[src/hw/rtl/rne_pkg.sv]
// ----------------------------------------------------------------------------
// rne_pkg - Roman numeral encoder shared definitions
// Word types, glyph codes and the digit shape tables used by the front end,
// the word queue and the letter sequencer.
// ----------------------------------------------------------------------------
package rne_pkg;

  localparam int YEAR_W      = 12;
  localparam int GLYPH_W     = 8;
  localparam int DIGIT_W     = 4;
  localparam int NPOS        = 4;   // thousands, hundreds, tens, ones
  localparam int QUEUE_DEPTH = 8;

  localparam logic [YEAR_W-1:0] YEAR_MIN = 12'd1000;
  localparam logic [YEAR_W-1:0] YEAR_MAX = 12'd3000;
  localparam logic [YEAR_W-1:0] YEAR_2K  = 12'd2000;

  // Digit positions
  localparam logic [1:0] POS_THOU = 2'd0;
  localparam logic [1:0] POS_HUND = 2'd1;
  localparam logic [1:0] POS_TENS = 2'd2;
  localparam logic [1:0] POS_ONES = 2'd3;

  // Symbol roles inside one digit's shape
  localparam logic [1:0] SYM_UNIT = 2'd0;
  localparam logic [1:0] SYM_FIVE = 2'd1;
  localparam logic [1:0] SYM_TEN  = 2'd2;

  localparam logic [GLYPH_W-1:0] ASCII_M   = 8'h4D;
  localparam logic [GLYPH_W-1:0] ASCII_D   = 8'h44;
  localparam logic [GLYPH_W-1:0] ASCII_C   = 8'h43;
  localparam logic [GLYPH_W-1:0] ASCII_L   = 8'h4C;
  localparam logic [GLYPH_W-1:0] ASCII_X   = 8'h58;
  localparam logic [GLYPH_W-1:0] ASCII_V   = 8'h56;
  localparam logic [GLYPH_W-1:0] ASCII_I   = 8'h49;
  localparam logic [GLYPH_W-1:0] GLYPH_ERR = 8'h00;

  typedef struct packed {
    logic                           err;
    logic [NPOS-1:0][DIGIT_W-1:0]   dig;   // dig[0] is thousands
  } rne_item_t;

  typedef struct packed {
    logic      vld;
    rne_item_t item;
  } rne_xfer_t;

  // Number of letters a decimal digit expands to
  function automatic logic [2:0] digit_len(input logic [DIGIT_W-1:0] d);
    logic [2:0] len;
    unique case (d)
      4'd0:    len = 3'd0;
      4'd1:    len = 3'd1;
      4'd2:    len = 3'd2;
      4'd3:    len = 3'd3;
      4'd4:    len = 3'd2;
      4'd5:    len = 3'd1;
      4'd6:    len = 3'd2;
      4'd7:    len = 3'd3;
      4'd8:    len = 3'd4;
      4'd9:    len = 3'd2;
      default: len = 3'd0;
    endcase
    return len;
  endfunction

  // Role of letter k within digit d (subtractive form)
  function automatic logic [1:0] digit_sym(input logic [DIGIT_W-1:0] d,
                                           input logic [1:0]         k);
    logic [1:0] sym;
    unique case (d)
      4'd4:                sym = (k == 2'd0) ? SYM_UNIT : SYM_FIVE;
      4'd5:                sym = SYM_FIVE;
      4'd6, 4'd7, 4'd8:    sym = (k == 2'd0) ? SYM_FIVE : SYM_UNIT;
      4'd9:                sym = (k == 2'd0) ? SYM_UNIT : SYM_TEN;
      default:             sym = SYM_UNIT;
    endcase
    return sym;
  endfunction

  // ASCII letter for a role at a digit position
  function automatic logic [GLYPH_W-1:0] pos_letter(input logic [1:0] pos,
                                                    input logic [1:0] sym);
    logic [GLYPH_W-1:0] g;
    unique case (pos)
      POS_THOU: g = ASCII_M;
      POS_HUND: g = (sym == SYM_FIVE) ? ASCII_D : ((sym == SYM_TEN) ? ASCII_M : ASCII_C);
      POS_TENS: g = (sym == SYM_FIVE) ? ASCII_L : ((sym == SYM_TEN) ? ASCII_C : ASCII_X);
      POS_ONES: g = (sym == SYM_FIVE) ? ASCII_V : ((sym == SYM_TEN) ? ASCII_X : ASCII_I);
      default:  g = ASCII_M;
    endcase
    return g;
  endfunction

endpackage

[src/hw/rtl/rne_front.sv]
// ----------------------------------------------------------------------------
// rne_front - accept, range check and decimal digit split
// Three-stage pipe feeding the word queue; a credit counter covering the pipe
// and queue drives busy so the pipe never has to stall.
// ----------------------------------------------------------------------------
module rne_front #(
  parameter int QUEUE_DEPTH = rne_pkg::QUEUE_DEPTH
) (
  input  logic                        clk,
  input  logic                        rst_n,
  input  logic                        start,
  input  logic [rne_pkg::YEAR_W-1:0]  in_year,
  input  logic                        pop,
  output logic                        busy,
  output rne_pkg::rne_xfer_t          push
);

  localparam int CW = $clog2(QUEUE_DEPTH + 1);

  logic          accept;
  logic [CW-1:0] credit_r, credit_nxt;

  // stage 1: range check, thousands digit, remainder below 1000
  logic       s1_vld_r;
  logic       s1_err_r;
  logic [1:0] s1_th_r;
  logic [9:0] s1_rem_r;
  logic       err_c;
  logic [1:0] th_c;
  logic [rne_pkg::YEAR_W-1:0] base_c;
  logic [rne_pkg::YEAR_W-1:0] diff_c;

  // stage 2: hundreds and rem/10 by reciprocal multiply
  logic       s2_vld_r;
  logic       s2_err_r;
  logic [1:0] s2_th_r;
  logic [9:0] s2_rem_r;
  logic [3:0] s2_hund_r;
  logic [6:0] s2_q10_r;
  logic [15:0] prod_h;
  logic [17:0] prod_t;

  // stage 3: tens and ones by constant multiply and subtract
  logic [6:0] tens_w;
  logic [9:0] ones_w;

  assign accept = start & ~busy;
  assign busy   = (credit_r == CW'(QUEUE_DEPTH));

  always_comb begin
    credit_nxt = credit_r;
    if (accept && !pop) begin
      credit_nxt = credit_r + CW'(1);
    end else if (!accept && pop) begin
      credit_nxt = credit_r - CW'(1);
    end
  end

  always_comb begin
    err_c = (in_year < rne_pkg::YEAR_MIN) || (in_year > rne_pkg::YEAR_MAX);
    priority if (in_year >= rne_pkg::YEAR_MAX) begin
      th_c   = 2'd3;
      base_c = rne_pkg::YEAR_MAX;
    end else if (in_year >= rne_pkg::YEAR_2K) begin
      th_c   = 2'd2;
      base_c = rne_pkg::YEAR_2K;
    end else begin
      th_c   = 2'd1;
      base_c = rne_pkg::YEAR_MIN;
    end
    diff_c = in_year - base_c;
  end

  // x/100 == (x*41)>>12 and x/10 == (x*205)>>11 for x below 1000
  assign prod_h = {6'd0, s1_rem_r} * 16'd41;
  assign prod_t = {8'd0, s1_rem_r} * 18'd205;

  assign tens_w = s2_q10_r - 7'({3'd0, s2_hund_r} * 7'd10);
  assign ones_w = s2_rem_r - 10'({3'd0, s2_q10_r} * 10'd10);

  always_ff @(posedge clk) begin
    if (!rst_n) begin
      credit_r <= '0;
      s1_vld_r <= 1'b0;
      s2_vld_r <= 1'b0;
    end else begin
      credit_r <= credit_nxt;
      s1_vld_r <= accept;
      s2_vld_r <= s1_vld_r;
    end
  end

  always_ff @(posedge clk) begin
    s1_err_r  <= err_c;
    s1_th_r   <= th_c;
    s1_rem_r  <= diff_c[9:0];
    s2_err_r  <= s1_err_r;
    s2_th_r   <= s1_th_r;
    s2_rem_r  <= s1_rem_r;
    s2_hund_r <= prod_h[15:12];
    s2_q10_r  <= prod_t[17:11];
  end

  always_comb begin
    push.vld                          = s2_vld_r;
    push.item.err                     = s2_err_r;
    push.item.dig[rne_pkg::POS_THOU]  = {2'd0, s2_th_r};
    push.item.dig[rne_pkg::POS_HUND]  = s2_hund_r;
    push.item.dig[rne_pkg::POS_TENS]  = tens_w[3:0];
    push.item.dig[rne_pkg::POS_ONES]  = ones_w[3:0];
  end

endmodule

[src/hw/rtl/rne_queue.sv]
// ----------------------------------------------------------------------------
// rne_queue - word queue between front end and letter sequencer
// Small flop FIFO; occupancy is bounded upstream by the credit counter.
// ----------------------------------------------------------------------------
module rne_queue #(
  parameter int QUEUE_DEPTH = rne_pkg::QUEUE_DEPTH
) (
  input  logic               clk,
  input  logic               rst_n,
  input  rne_pkg::rne_xfer_t push,
  input  logic               pop,
  output rne_pkg::rne_xfer_t head
);

  localparam int PW = (QUEUE_DEPTH > 1) ? $clog2(QUEUE_DEPTH) : 1;
  localparam int CW = $clog2(QUEUE_DEPTH + 1);

  rne_pkg::rne_item_t mem_r [QUEUE_DEPTH];
  logic [PW-1:0] wr_ptr_r, wr_ptr_nxt;
  logic [PW-1:0] rd_ptr_r, rd_ptr_nxt;
  logic [CW-1:0] count_r, count_nxt;

  always_comb begin
    wr_ptr_nxt = wr_ptr_r;
    rd_ptr_nxt = rd_ptr_r;
    count_nxt  = count_r;
    if (push.vld) begin
      wr_ptr_nxt = (wr_ptr_r == PW'(QUEUE_DEPTH - 1)) ? '0 : wr_ptr_r + PW'(1);
    end
    if (pop) begin
      rd_ptr_nxt = (rd_ptr_r == PW'(QUEUE_DEPTH - 1)) ? '0 : rd_ptr_r + PW'(1);
    end
    if (push.vld && !pop) begin
      count_nxt = count_r + CW'(1);
    end else if (!push.vld && pop) begin
      count_nxt = count_r - CW'(1);
    end
  end

  always_ff @(posedge clk) begin
    if (!rst_n) begin
      wr_ptr_r <= '0;
      rd_ptr_r <= '0;
      count_r  <= '0;
    end else begin
      wr_ptr_r <= wr_ptr_nxt;
      rd_ptr_r <= rd_ptr_nxt;
      count_r  <= count_nxt;
    end
  end

  always_ff @(posedge clk) begin
    if (push.vld) begin
      mem_r[wr_ptr_r] <= push.item;
    end
  end

  assign head.vld  = (count_r != '0);
  assign head.item = mem_r[rd_ptr_r];

  a_no_overflow: assert property (@(posedge clk) disable iff (!rst_n)
    push.vld |-> (count_r < CW'(QUEUE_DEPTH)))
    else $error("word queue written while full");

  a_no_underflow: assert property (@(posedge clk) disable iff (!rst_n)
    pop |-> (count_r != '0))
    else $error("word queue read while empty");

endmodule

[src/hw/rtl/rne_back.sv]
// ----------------------------------------------------------------------------
// rne_back - letter sequencer
// Walks the digits of one word, one letter per cycle, skipping zero digits,
// and loads the next word in the cycle its last letter goes out.
// ----------------------------------------------------------------------------
module rne_back (
  input  logic                          clk,
  input  logic                          rst_n,
  input  rne_pkg::rne_xfer_t            head,
  output logic                          pop,
  output logic                          out_valid,
  output logic [rne_pkg::GLYPH_W-1:0]   out_glyph,
  output logic                          out_last,
  output logic                          out_out_of_range
);

  logic                                            act_r, act_nxt;
  logic                                            err_r, err_nxt;
  logic [rne_pkg::NPOS-1:0][rne_pkg::DIGIT_W-1:0]  dig_r, dig_nxt;
  logic [1:0]                                      pos_r, pos_nxt;
  logic [1:0]                                      k_r, k_nxt;

  logic                          oval_r;
  logic [rne_pkg::GLYPH_W-1:0]   oglyph_r;
  logic                          olast_r;
  logic                          oerr_r;

  logic [rne_pkg::DIGIT_W-1:0]   cur_dig;
  logic [2:0]                    cur_len;
  logic                          end_of_dig;
  logic                          has_next;
  logic [1:0]                    next_pos;
  logic                          last_now;
  logic [rne_pkg::GLYPH_W-1:0]   letter;

  assign cur_dig    = dig_r[pos_r];
  assign cur_len    = rne_pkg::digit_len(cur_dig);
  assign end_of_dig = (({1'b0, k_r} + 3'd1) == cur_len);
  assign letter     = rne_pkg::pos_letter(pos_r, rne_pkg::digit_sym(cur_dig, k_r));

  // nearest nonzero digit after the current one
  always_comb begin
    has_next = 1'b0;
    next_pos = pos_r;
    for (int p = rne_pkg::NPOS - 1; p >= 0; p--) begin
      if ((2'(p) > pos_r) && (dig_r[2'(p)] != '0)) begin
        has_next = 1'b1;
        next_pos = 2'(p);
      end
    end
  end

  assign last_now = err_r | (end_of_dig & ~has_next);
  assign pop      = head.vld & (~act_r | last_now);

  always_comb begin
    act_nxt = act_r;
    err_nxt = err_r;
    dig_nxt = dig_r;
    pos_nxt = pos_r;
    k_nxt   = k_r;
    if (pop) begin
      act_nxt = 1'b1;
      err_nxt = head.item.err;
      dig_nxt = head.item.dig;
      pos_nxt = rne_pkg::POS_THOU;
      k_nxt   = 2'd0;
    end else if (act_r && last_now) begin
      act_nxt = 1'b0;
    end else if (act_r && end_of_dig) begin
      pos_nxt = next_pos;
      k_nxt   = 2'd0;
    end else if (act_r) begin
      k_nxt   = k_r + 2'd1;
    end
  end

  always_ff @(posedge clk) begin
    if (!rst_n) begin
      act_r  <= 1'b0;
      oval_r <= 1'b0;
      pos_r  <= rne_pkg::POS_THOU;
      k_r    <= 2'd0;
    end else begin
      act_r  <= act_nxt;
      oval_r <= act_r;
      pos_r  <= pos_nxt;
      k_r    <= k_nxt;
    end
  end

  always_ff @(posedge clk) begin
    err_r    <= err_nxt;
    dig_r    <= dig_nxt;
    oglyph_r <= err_r ? rne_pkg::GLYPH_ERR : letter;
    olast_r  <= last_now;
    oerr_r   <= err_r;
  end

  assign out_valid        = oval_r;
  assign out_glyph        = oglyph_r;
  assign out_last         = olast_r;
  assign out_out_of_range = oerr_r;

  a_err_word: assert property (@(posedge clk) disable iff (!rst_n)
    (oval_r && oerr_r) |-> (olast_r && (oglyph_r == rne_pkg::GLYPH_ERR)))
    else $error("error word not a single zero glyph with last");

  a_on_letter: assert property (@(posedge clk) disable iff (!rst_n)
    (act_r && !err_r) |-> (cur_len != 3'd0))
    else $error("sequencer parked on a zero digit");

  a_load: assert property (@(posedge clk) disable iff (!rst_n)
    pop |=> (act_r && (k_r == 2'd0)))
    else $error("word popped but sequencer not started");

endmodule

[src/hw/rtl/roman_numeral_encoder_top.sv]
// ----------------------------------------------------------------------------
// roman_numeral_encoder_top - binary year to Roman numeral letter stream
// Path: an accepted year passes the two front stage registers, the word queue and the
//   sequencer state, and its letters leave through the output registers.
// Throughput: one letter per cycle; a numeral has 1 to 14 letters, and an
//   out-of-range year gives a single error letter.
// busy rises when QUEUE_DEPTH words are in the front pipe and queue together.
// Reset (rst_n low, synchronous) empties pipe, queue and sequencer; the result
//   side has no backpressure, out_valid marks each letter for one cycle.
// ----------------------------------------------------------------------------
module roman_numeral_encoder_top #(
  parameter int QUEUE_DEPTH = rne_pkg::QUEUE_DEPTH   // words in flight, >= 2
) (
  input  logic                          clk,
  input  logic                          rst_n,
  input  logic                          start,
  input  logic [rne_pkg::YEAR_W-1:0]    in_year,
  output logic                          busy,
  output logic                          out_valid,
  output logic [rne_pkg::GLYPH_W-1:0]   out_glyph,
  output logic                          out_last,
  output logic                          out_out_of_range
);

  // front -> queue word, queue head word, and the pop that frees a credit
  rne_pkg::rne_xfer_t push;
  rne_pkg::rne_xfer_t head;
  logic               pop;

  // Front end: range check, thousands by compare, hundreds/tens/ones by
  // reciprocal multiply over two registered stages.
  rne_front #(
    .QUEUE_DEPTH (QUEUE_DEPTH)
  ) u_front (
    .clk     (clk),
    .rst_n   (rst_n),
    .start   (start),
    .in_year (in_year),
    .pop     (pop),
    .busy    (busy),
    .push    (push)
  );

  // Word queue: lets the front keep accepting while long numerals drain.
  rne_queue #(
    .QUEUE_DEPTH (QUEUE_DEPTH)
  ) u_queue (
    .clk   (clk),
    .rst_n (rst_n),
    .push  (push),
    .pop   (pop),
    .head  (head)
  );

  // Back end: one letter per cycle, next word loaded with the last letter.
  rne_back u_back (
    .clk              (clk),
    .rst_n            (rst_n),
    .head             (head),
    .pop              (pop),
    .out_valid        (out_valid),
    .out_glyph        (out_glyph),
    .out_last         (out_last),
    .out_out_of_range (out_out_of_range)
  );

endmodule

[config.mk]
export PLATFORM = sky130hd
export DESIGN_NAME = roman_numeral_encoder_top
export DESIGN_NICKNAME = d
export VERILOG_FILES = /design/src/hw/rtl/rne_pkg.sv /design/src/hw/rtl/rne_front.sv /design/src/hw/rtl/rne_queue.sv /design/src/hw/rtl/rne_back.sv /design/src/hw/rtl/roman_numeral_encoder_top.sv
export SDC_FILE = /design/constraint.sdc
export NUM_CORES = 1
export LEC_CHECK = 0
export ABC_AREA = 0
export BUFFER_PORTS_ARGS = -buffer_cell sky130_fd_sc_hd__buf_2
export CAP_MARGIN = 20
export CORE_MARGIN = 1
export CORE_UTILIZATION = 45
export DETAILED_ROUTE_END_ITERATION = 12
export GPL_TIMING_DRIVEN = 0
export PLACE_DENSITY = 0.67
export SYNTH_ARGS = -nofsm -noshare
export SYNTH_HDL_FRONTEND = slang
export SYNTH_SLANG_ARGS = --single-unit
[constraint.sdc]
create_clock -name clk -period 3.8 [get_ports clk]
set_input_delay 0.95 -clock clk [delete_from_list [all_inputs] [get_ports clk]]
set_output_delay 0.95 -clock clk [all_outputs]
set_load 0.03 [all_outputs]
# Word level (Yosys, flattened, before mapping)
# Memory sizes are Yosys's and may differ from the RTL's. A register that Yosys moved wholly into a read port is not among the register bits.
# Index checks and enable logic that the tools add are counted.
# Widths: inputs -> output; s select.
word_totals:
  romBits: 48
  regBits: 67
  n_memories: 2
  elab_cells: 129
  output_inout_bits: 12
  ramBits: 120
  in_bits: 15
classes:
  muxes: 32
  bitwise_logic: 10
  n_reduce_logical: 26
  n_eq_ne: 15
  addsub: 11
  magnitude_cmp: 7
  n_mul: 4
memory_table:
  columns: ["memory", "words", "word_bits", "rd", "rd_ports_with_merged_regs", "wr", "line_no", "text"]
  rows:
  - ["u_queue.mem_r", 8, 15, 1, 1, 1, "rne_queue.sv:18", "rne_pkg::rne_item_t mem_r [QUEUE_DEPTH];"]
  - ["(no name shown)", 16, 3, 1, 0, 0, "rne_pkg.sv:51", "unique case (d)"]
op_table:
  columns: ["cell", "n"]
  rows:
  - ["$pmux 8 s4", 1]
  - ["$mux 4", 6]
  - ["$mux 8", 3]
  - ["$mul 10x8->18 const B", 1]
  - ["$eq 4x3->1 const B", 4]
  - ["$mul 10x6->16 const B", 1]
  - ["$eq 4x4->1 const B", 3]
  - ["$ge 12x11->1 const B", 1]
  - ["$ge 12x12->1 const B", 1]
  - ["$gt 12x12->1 const B", 1]
  - ["$lt 12x10->1 const B", 1]
  - ["$mux 2", 6]
  - ["$reduce_bool 4->1", 3]
  - ["$mux 10", 1]
  - ["$mux 5", 2]
  - ["$reduce_bool 2->1", 5]
  - ["$sub 10x10->10", 1]
  - ["$add 4x1->4 const B", 2]
  - ["$bmux 4 s2", 1]
  - ["$logic_and 1x1->1", 8]
  - ["$mux 1", 8]
  - ["$pmux 2 s4", 1]
  - ["$sub 4x1->4 const B", 2]
  - ["$sub 4x4->4", 2]
  - ["other kinds (23)", 40]

# Depth between registers and ports, before layout
# Gate-level depths: netlist (run 1).
logic_depth:
  ltp_word: 12
  mapped_depth: 14
  depth_no_buf: 14

# Cells and area by module
# From an unflattened synthesis (run 1), not the netlist that was laid out.
unflattened:
  hier_cells: 700
  hier_area_um2: 10113.4
modules_own_cells:
  columns: ["mod", "instances", "area_each_um2", "seq_area_each_um2", "cells_per_inst"]
  rows:
  - ["rne_queue", 1, 5854.4, 4344.2, 270]
  - ["rne_front", 1, 3283.1, 680.7, 344]
  - ["rne_back", 1, 975.9, 510.5, 86]

# Worst setup path after synthesis (run 1)
# No wires, ideal clock.
synth_path:
  kind: "reg-to-reg"
  from: "reg u_front.credit_r[0]"
  to: "reg u_front.credit_r[3]"
  stages_incl_launch_ff: 11
  arrival_time_ns: 3.043
  required_ns: 3.729
  period_less_slack_ns: 3.113
  setup_ns: 0.071
  slack_ns: 0.687
  n_path_buf: 0
  cell_sequence: "dfxtp_1 > nor4b_1 > nor2b_1 > ha_1 > inv_1 > ha_1 > a21o_1 > a21oi_1 > xnor2_1 > or3_1 > a21oi_1"
synth_between:
  elab_chain_len: 6
synth_lines:
  columns: ["element", "line_no", "text"]
  rows:
  - ["start: declaration", "rne_front.sv:21", "logic [CW-1:0] credit_r, credit_nxt;"]
  - ["start signal: assignment", "rne_front.sv:87", "credit_r <= credit_nxt;"]
  - ["$eq 4x4->1 *", "rne_front.sv:48", "assign busy = (credit_r == CW'(QUEUE_DEPTH));"]
  - ["via busy", "roman_numeral_encoder_top.sv:18", "output logic busy,"]
  - ["$not 1->1 *", "rne_front.sv:47", "assign accept = start & ~busy;"]
  - ["$and 1x1->1 *", "rne_front.sv:47", null]
  - ["via u_front.accept", "rne_front.sv:20", "logic accept;"]
  - ["$logic_not 1->1", "rne_front.sv:54", "end else if (!accept && pop) begin"]
  - ["$logic_and 1x1->1", "rne_front.sv:54", null]
  - ["$reduce_bool 2->1 (no source line)", null, null]
# The timed path passes the listed nets; every way through them passes the cells marked *. The select of a mux whose other input is x is not followed.
# A chain may end at the register's enable or synchronous reset.

# Final worst setup path (run 1)
layout_path:
  from: "reg u_front.s1_rem_r[6]"
  to: "reg u_front.s2_hund_r[3]"
layout_between:
  elab_chain_len: 1
layout_lines:
  columns: ["element", "line_no", "text"]
  rows:
  - ["start: declaration", "rne_front.sv:27", "logic [9:0] s1_rem_r;"]
  - ["start signal: assignment", "rne_front.sv:96", "s1_rem_r <= diff_c[9:0];"]
  - ["$mul 10x6->16", "rne_front.sv:75", "assign prod_h = {6'd0, s1_rem_r} * 16'd41;"]
  - ["via u_front.prod_h[15]", "rne_front.sv:40", "logic [15:0] prod_h;"]
  - ["end signal: assignment", "rne_front.sv:100", "s2_hund_r <= prod_h[15:12];"]
  - ["end: declaration", "rne_front.sv:38", "logic [3:0] s2_hund_r;"]
# The timed path passes the listed nets, and every way through them passes these cells.

==> out/metrics.csv, run 1 <==
metric;value;unit
CP max-delay cell;fa_1;
Adder-Cell Fraction of Synth Area;0.152;
Post-Synth Simple-Gate Area;0.0904;
Critical Path RT;4070;ps
crit-path cells;ha_1, inv_1, fa_1, inv_1, ha_1, ha_1, a2111oi_0, o221ai_1, o21ai_0, o21ai_0, a21oi_1, xnor2_1;
Synth Area in Compound Gates;0.0654;
Total Routed Length;8090;um
total congestion overflow;0;
synth top area cells;edfxtp_1 (36%), dfxtp_1 (18%), ha_1 (12%), mux4_2 (6.1%), fa_1 (2.7%);
Die Y;110;um
Via Count;2993;
clock skew;7.96;ps
Final Hold Fails;0;
synthesized area;5210;um2
dominant cell by count in the synthesized netlist;edfxtp_1;
YS warnings;0;
sw frac;0.313;
num rows;38;
Post-synth EDFFs;63;
Num CTS Buffers;9;
Port Buffers;23;
via count of the first global-routing pass;3011;
#FFs+latches synth;111;
remaining antenna violation count;0;
WHS;326;ps
first-pass GRT wire length;13700;um
share of layout cells above drive strength 1;0.168;
final worst-path cycle share;0.858;
TritonCTS Sinks;111;
Post-Synth XOR/XNOR Area;0.0252;
WP data arrival;3530;ps
RSZ-0062 raised after global routing;no;
clock buffer depth;2;
P_leak;0.00238;uW
post-synthesis cell type count;54;
Mapped Cells;392;
Core Box Area;11100;um2
Power Density;705;nW/um2
multi-input logic area;2200;um2
Worst Max-Slew Pin Slew;1150;ps
clock network fraction of total power;0.252;
power share of the sequential group;0.412;
final setup fails;0;
DRT iter0 DRCs;136;
crit-path max FO;3;
drc violations;0;
CTS tree;done;
cell at the root of the clock tree;clkbuf_16;
Combinational Power Share;0.337;
clk_lat worst skew;340;ps
Synth top area share;0.363;
cell class contributing the biggest share of worst-path delay;compound AO/OA/AOI/OAI gates;
post-DP HPWL;6120;um
Setup TNS Final;0;ps
largest family of logic cells by synthesized area;adder cells;
Initial Utilization;0.470;
worst hold path class;reg -> reg;
global router's overall resource usage;0.153;
number of fill cells in the layout;958;
outcome;complete, no violations;
register area share after synthesis;0.548;
post-layout minimum cycle time;3260;ps
total I/O pin count;27;
Synth top cells by count;edfxtp_1 (63), ha_1 (52), dfxtp_1 (48), inv_1 (28), nor2_1 (23);
worst path bufs/invs;2;
Crit Path Class;reg -> reg;
Slew Viols, Final;0;
vias per inst;5.21;
Pre-Repair DR Iteration Count;4;
post_cts resized;0;
cell mode on critical path;ha_1;
Startpoint Class;register;
H-tree levels;3;
Ant. Diodes;0;
Hold Buf Count CTS;0;
Pint;2830;uW
Seq. cell area;2850;um2
Slowest Stage Delay on Critical Path;500;ps
syn avg cell area;13.3;um2
ys async rst share;0;
Worst setup EP type;register;
RD Place Congestion;0.816;
Slew headroom;0.227;
max cap viols;0;
die width;110;um
Reg clk slew, reported paths;60;ps
cell taking the most area after synthesis;edfxtp_1;
Psw;1290;uW
antenna violations before repair;0;
setup repair bufs after CTS;0;
multiplexer area fraction after synthesis;0.0872;
fmax;307;MHz
Primary FF master, synth;edfxtp_1;
VDD IR max;0.474;mV
WL/cell;14.1;um
Final nets;503;
die area;12000;um2
Synth-to-Final Area Change;12.3;%
pin count of the biggest net entering global routing;18;
worst reg2reg max path, delay by kind of cell, from the launching register on:
kind	cells	cell delay, ps
buffers and inverters	2	90
adder cells (fa/ha/maj)	4	1270
flip-flops	1	360
AO/OA/AOI/OAI	5	1350
XOR/XNOR	1	120
kinds of logic (layout without fill, tap and decap cells):
logic type,Yosys count,after routing
AO/OA/AOI/OAI,51,51
XOR/XNOR,15,15
adder cells (fa/ha/maj),59,59
buffers and inverters,39,79
flip-flops,111,111
multiplexers,27,27
other,1,3
AND/OR/NAND/NOR,89,89
power by group through the flow:
stage | sequential, uW | combinational (uW) | clock (uW)
2_1_floorplan | 1750 | 1040 | 0
3_3_place_gp | 1710 | 1360 | 0
3_5_place_dp | 1730 | 1400 | 0
4_1_cts | 1700 | 1410 | 1070
5_1_grt | 1730 | 1570 | 1110
6_report | 1700 | 1390 | 1040
stage by stage:
stage | total power [uW] | setup WS (ps) | area, um2 | std cells | utilization
3_3_place_gp | 3070 | 554 | 5500 | 557 | 0.497
6_report | 4120 | 540 | 5850 | 574 | 0.528
2_1_floorplan | 2790 | 687 | 5210 | 394 | -
3_5_place_dp | 3120 | 510 | 5500 | 557 | 0.497
5_1_grt | 4420 | 258 | 5850 | 574 | 0.528
4_1_cts | 4180 | 454 | 5840 | 573 | 0.527
cell usage in the layout, fill, tap and decap left out, drive strengths merged, types with 5 or more instances in the layout:
master  count
xnor2      10
o21ai      11
mux2        7
ha         52
dfxtp      48
nand2      19
a21oi      15
nand3       6
fa          7
nor2       23
edfxtp     63
clkbuf     14
inv        29
xor2        5
buf        29
nand2b     10
or3         5
mux4       14
mux2i       6
routing by layer:
layer | vias up | share of wire | global-route usage | wire [um]
met2 | 37 | 0.53 | 0.280 | 4310
met3 | 8 | 0.030 | 0.0492 | 245
met4 | 0 | 0.0085 | 0.0543 | 69
met5 | - | 0 | 0 | 0
li1 | 1499 | - | - | -
met1 | 1449 | 0.43 | 0.166 | 3460
worst paths after layout:
path                            cells after the start                          start                           end  slack, ps
worst max register to register                     12    u_front.s1_rem_r[6]$_DFF_P_  u_front.s2_hund_r[3]$_DFF_P_        540
worst max-delay path                               12    u_front.s1_rem_r[6]$_DFF_P_  u_front.s2_hund_r[3]$_DFF_P_        540
worst min register to register                      0  u_front.s1_th_r[1]$_SDFF_PN1_    u_front.s2_th_r[1]$_DFF_P_        330
worst min-delay path                                0  u_front.s1_th_r[1]$_SDFF_PN1_    u_front.s2_th_r[1]$_DFF_P_        330
registers in the layout (all words and copies together), names as in the netlist, 4 cells and up:
name,flops
u_back.dig_r,6
u_queue.mem_r,56
u_front.s2_hund_r,4
u_back.out_glyph,5
u_front.s1_rem_r,10
u_queue.count_r,4
u_front.credit_r,4
area by class of cell:
type                            instances  area share
Inverter                               29      0.0190
Clock buffer                            9      0.0385
Clock inverter                          7      0.0190
Tap cell                              140      0.0300
Sequential cell                       111       0.488
Timing Repair Buffer                   24      0.0210
Buffer                                 10     0.00877
Multi-Input combinational cell        244       0.376
No activity file was read; power rests on OpenSTA's default activity.
==> run 2: changes to the inputs <==
- CAP_MARGIN: 20 -> default
- PLACE_DENSITY: 0.67 -> 0.63
==> run 2 against run 1 <==
Utilization decreased by 0.36 points. Via count grew 0.84%. Cell area shrank 0.68%. Final cell count decreased by 0.17%. Global-route usage is 0.10 points higher. Sequential share of layout area rose by 0.34 points. Critical path depth stayed put. Clock-buffer cell count is 1 higher. Combinational power is essentially flat. Highest routed layer unchanged.
==> out/metrics.csv, run 2 (synthesis results as in run 1) <==
metric;value;unit
outcome;complete, no violations;
setup repair bufs after CTS;0;
Core Util, Final;0.524;
remaining antenna violation count;0;
Worst Max-Slew Pin Slew;1130;ps
die area;12000;um2
max cap viols;0;
Port Buffers;23;
drc violations;0;
R2R setup slack;450;ps
Top reg by flops;u_queue.mem_r;
RD Place Congestion;0.814;
TritonCTS Sinks;111;
WP data arrival;3630;ps
cell mode on critical path;ha_1;
vias per inst;5.27;
VDD IR max;0.402;mV
H-tree levels;3;
Startpoint Class;register;
crit-path cells;ha_1, inv_1, fa_1, inv_1, ha_1, ha_1, a2111oi_0, o221ai_1, o21ai_0, o21ai_0, a21oi_1, xnor2_1;
via count of the first global-routing pass;3072;
P_leak;0.00236;uW
setup slack after layout;455;ps
Power Density;696;nW/um2
Final nets;502;
Crit Path Class;reg -> reg;
clk_lat worst skew;350;ps
worst hold path startpoint;u_front.s1_th_r[1]$_SDFF_PN1_;
clock skew;5.62;ps
CP Capture Point;u_front.s2_hund_r[3]$_DFF_P_;
crit path from;u_front.s1_rem_r[6]$_DFF_P_;
CP max-delay cell;a2111oi_0;
post-DP HPWL;6170;um
Ant. Diodes;0;
Critical Path RT;4080;ps
Pre-Repair DR Iteration Count;4;
Psw;1330;uW
Hold Buf Count CTS;0;
clock network fraction of total power;0.235;
final setup fails;0;
Final Hold Fails;0;
Placement Setup Slack;480;ps
max reg flops;56;
Synth-to-Final Area Change;11.6;%
RSZ-0062 raised after global routing;no;
worst r2r src;u_front.s1_rem_r[6]$_DFF_P_;
Worst R2R Path Depth;12;
R2R Path End;u_front.s2_hund_r[3]$_DFF_P_;
antenna violations before repair;0;
Combinational Power Share;0.345;
power share of the sequential group;0.420;
Worst setup EP type;register;
Slew Viols, Final;0;
Core Box Area;11100;um2
Slew headroom;0.244;
Slowest Stage Delay on Critical Path;550;ps
cell at the root of the clock tree;clkbuf_16;
post_cts resized;0;
Pint;2720;uW
total I/O pin count;27;
first-pass GRT wire length;13700;um
worst hold path class;reg -> reg;
Total Routed Length;8140;um
total congestion overflow;0;
clock buffer depth;2;
post-layout minimum cycle time;3350;ps
crit-path max FO;3;
Num CTS Buffers;9;
fmax;299;MHz
Die Y;110;um
WL/cell;14.2;um
most common cell after layout, fill and taps aside;edfxtp_1;
die width;110;um
Setup TNS Final;0;ps
final worst-path cycle share;0.880;
global router's overall resource usage;0.155;
pin count of the biggest net entering global routing;20;
num rows;38;
DRT iter0 DRCs;116;
Via Count;3018;
largest registers;u_queue.mem_r x56, u_front.s1_rem_r x10, u_back.dig_r x6;
Reg clk slew, reported paths;70;ps
CTS tree;done;
sw frac;0.328;
Initial Utilization;0.470;
leading cell types in the layout, fill and taps excluded;edfxtp_1 (63), ha_1 (52), dfxtp_1 (48);
share of layout cells above drive strength 1;0.169;
## run 2: changes by cell type in the layout (fill, tap and decap cells not counted), sizes merged
cell and delta:
bufinv -2, clkinv -2, clkinvlp -1, inv +4
## run 2: per-layer routing
layer / GRT usage / share of wire / up-vias
met5: 0 / 0 / -
met4: 0.0505 / 0.012 / 0
met3: 0.0539 / 0.035 / 9
met2: 0.296 / 0.55 / 53
met1: 0.154 / 0.40 / 1463
li1: - / - / 1493
## run 2: final cells by class
type / instances / area, um2
tap: 140 / 175
multi-input combinational: 244 / 2200
inverter: 29 / 111
clock buffer: 10 / 229
clock inverter: 6 / 75.1
timing repair buffer: 23 / 115
buffer: 10 / 51.3
fill: 972 / 5270
sequential: 111 / 2850
## run 2: critical path, delay by kind of cell (launching register included)
family | cells | cell delay (ps)
xor gates and xnor gates | 1 | 130
AOI/OAI and AO/OA | 5 | 1440
DFF | 1 | 360
buffers and inverters | 2 | 90
adders and majority gates | 4 | 1250
## run 2: worst min-delay path by stage
stage	cells after the start	endpoint	slack, ps
after detailed placement	0	u_front.s2_err_r$_DFF_P_	310
after global placement	0	u_front.s2_th_r[1]$_DFF_P_	310
after floorplan	0	u_front.s2_err_r$_DFF_P_	310
after global routing	0	u_front.s2_th_r[1]$_DFF_P_	330
after CTS	0	u_front.s2_err_r$_DFF_P_	330
final	0	u_front.s2_th_r[1]$_DFF_P_	330
## run 2: power by group through the flow
stage	Sequential (uW)	Clock, uW	Combinational (uW)
2_1_floorplan	1750	0	1040
3_3_place_gp	1710	0	1360
3_5_place_dp	1730	0	1400
4_1_cts	1700	986	1410
5_1_grt	1740	1030	1580
6_report	1700	951	1390
## run 2: per-stage QoR
stage | area, um2 | total power (uW) | instances | hold WS [ps]
2_1_floorplan | 5210 | 2790 | 394 | 310
3_3_place_gp | 5500 | 3080 | 557 | 313
3_5_place_dp | 5500 | 3130 | 557 | 312
4_1_cts | 5810 | 4100 | 573 | 329
5_1_grt | 5810 | 4350 | 573 | 333
6_report | 5810 | 4040 | 573 | 329
==> run 3: changes to the inputs <==
- GPL_TIMING_DRIVEN: 0 -> default
- SETUP_SLACK_MARGIN: default -> 0.5
==> run 3 against run 2 <==
Wire length grew 3.0%. Sequential cell count is the same. Utilization hardly changed. Sequential power up 4%. Setup slack improved by 190 ps. Clock skew grew 3.6 ps. Non-clock buffer count shrank 6. Clock-buffer cell count rose by 2. Largest power group unchanged. Highest routed layer unchanged.
==> out/metrics.csv, run 3 (synthesis results as in run 1) <==
metric;value;unit
largest registers;u_queue.mem_r x56, u_front.s1_rem_r x10, u_back.dig_r x6;
Startpoint Class;register;
most common cell after layout, fill and taps aside;edfxtp_1;
antenna violations before repair;0;
Final nets;496;
Critical Path RT;4080;ps
final setup fails;0;
first-pass GRT wire length;13700;um
remaining antenna violation count;0;
RSZ-0062 raised after global routing;no;
clock buffer depth;2;
pin count of the biggest net entering global routing;20;
worst hold path startpoint;u_front.s1_err_r$_DFF_P_;
Port Buffers;23;
R2R setup slack;640;ps
global router's overall resource usage;0.155;
cell at the root of the clock tree;clkbuf_16;
Power Density;695;nW/um2
crit-path max FO;5;
post-route insts no fill;567;
Pre-Repair DR Iteration Count;4;
Via Count;2968;
clk_lat worst skew;350;ps
Setup TNS Final;0;ps
max cap viols;0;
TritonCTS Sinks;111;
clock skew;9.27;ps
Total Routed Length;8380;um
outcome;complete, no violations;
post-DP HPWL;5910;um
R2R Path End;u_front.credit_r[3]$_SDFFE_PN0P_;
Worst setup EP type;register;
final worst-path cycle share;0.831;
post-layout minimum cycle time;3160;ps
drc violations;0;
hold worst-path end;u_front.s2_err_r$_DFF_P_;
via count of the first global-routing pass;2891;
Reg clk slew, reported paths;70;ps
worst hold path class;reg -> reg;
vias per inst;5.23;
Worst R2R Path Depth;13;
die width;110;um
VDD IR max;0.390;mV
WP data arrival;3440;ps
Slew Viols, Final;0;
CTS tree;done;
Placed Cells;549;
leading cell types in the layout, fill and taps excluded;edfxtp_1 (63), ha_1 (50), dfxtp_1 (48);
Die Y;110;um
Ant. Diodes;0;
Hold Buf Count CTS;0;
Crit Path Class;reg -> reg;
die area;12000;um2
Final Cell Area;5810;um2
DRT iter0 DRCs;154;
Synth-to-Final Area Change;11.6;%
share of layout cells above drive strength 1;0.183;
RD Place Congestion;0.827;
Final Hold Fails;0;
placed cell area;5470;um2
Top reg by flops;u_queue.mem_r;
P_leak;0.00233;uW
Hold Crit Depth;0;
WL/cell;14.8;um
worst r2r src;u_back.dig_r[6]$_DFFE_PP_;
Core Box Area;11100;um2
Worst Max-Slew Pin Slew;1070;ps
max reg flops;56;
Initial Utilization;0.470;
fmax;317;MHz
total I/O pin count;27;
total congestion overflow;0;
H-tree levels;3;
number of fill cells in the layout;943;
num rows;38;
Num CTS Buffers;9;
Slew headroom;0.283;
==> run 3: worst max-delay path by stage <==
stage	start	endpoint	depth (start not counted)
2_1_floorplan	u_front.credit_r[0]$_SDFFE_PN0P_	u_front.credit_r[3]$_SDFFE_PN0P_	10
3_3_place_gp	u_back.dig_r[5]$_DFFE_PP_	u_queue.count_r[3]$_SDFFE_PN0P_	13
3_5_place_dp	u_back.dig_r[5]$_DFFE_PP_	u_queue.count_r[3]$_SDFFE_PN0P_	13
4_1_cts	u_back.dig_r[5]$_DFFE_PP_	u_queue.count_r[3]$_SDFFE_PN0P_	13
5_1_grt	u_back.dig_r[6]$_DFFE_PP_	u_front.credit_r[3]$_SDFFE_PN0P_	13
6_report	u_back.dig_r[6]$_DFFE_PP_	u_front.credit_r[3]$_SDFFE_PN0P_	13
==> run 3: through the flow <==
stage | utilization | setup WS (ps) | total power (uW) | hold WS, ps
after floorplan | - | 687 | 2790 | 310
after global placement | 0.494 | 656 | 3060 | 313
after detailed placement | 0.494 | 585 | 3090 | 314
after CTS | 0.521 | 559 | 4030 | 339
after global routing | 0.524 | 471 | 4320 | 346
final | 0.524 | 641 | 4040 | 335
==> run 3: final cells by class <==
class / instances / area [um2] / share of cell area
Clock buffer: 12 / 268 / 0.0461
Timing Repair Buffer: 27 / 145 / 0.0250
Sequential cell: 111 / 2850 / 0.491
Clock inverter: 4 / 33.8 / 0.00582
Multi-Input combinational cell: 244 / 2220 / 0.383
Inverter: 29 / 111 / 0.0192
Tap cell: 140 / 175 / 0.0302
==> run 3: metal layers <==
metal | up-vias | track usage | share of wire
met2 | 53 | 0.271 | 0.50
met5 | - | 0 | 0
met4 | 0 | 0.0610 | 0.020
met1 | 1417 | 0.184 | 0.45
met3 | 13 | 0.0356 | 0.029
li1 | 1485 | - | -
==> run 3: worst max-delay path: stages (launching register included) <==
cell and delay [ps]:
edfxtp_1 430, or3b_4 440, or2_1 260, nand4_1 170, nand4_4 130, a21o_4 270
ha_2 190, inv_1 110, ha_1 240, a21o_1 190, a21oi_2 140, xnor2_1 80
or3_1 320, a21oi_2 110
==> run 3: power by group <==
group | switching, uW | internal (uW) | leakage (uW)
registers | 230 | 1530 | 0.000974
logic | 667 | 681 | 0.00121
clock network | 419 | 509 | 0.000145
==> run 3: what timing repair did <==
action                                 CTS  global route
setup buffers                            0             2
gates resized for setup                  0             7
endpoints found under the hold margin    0             0
setup endpoints to repair                0             2
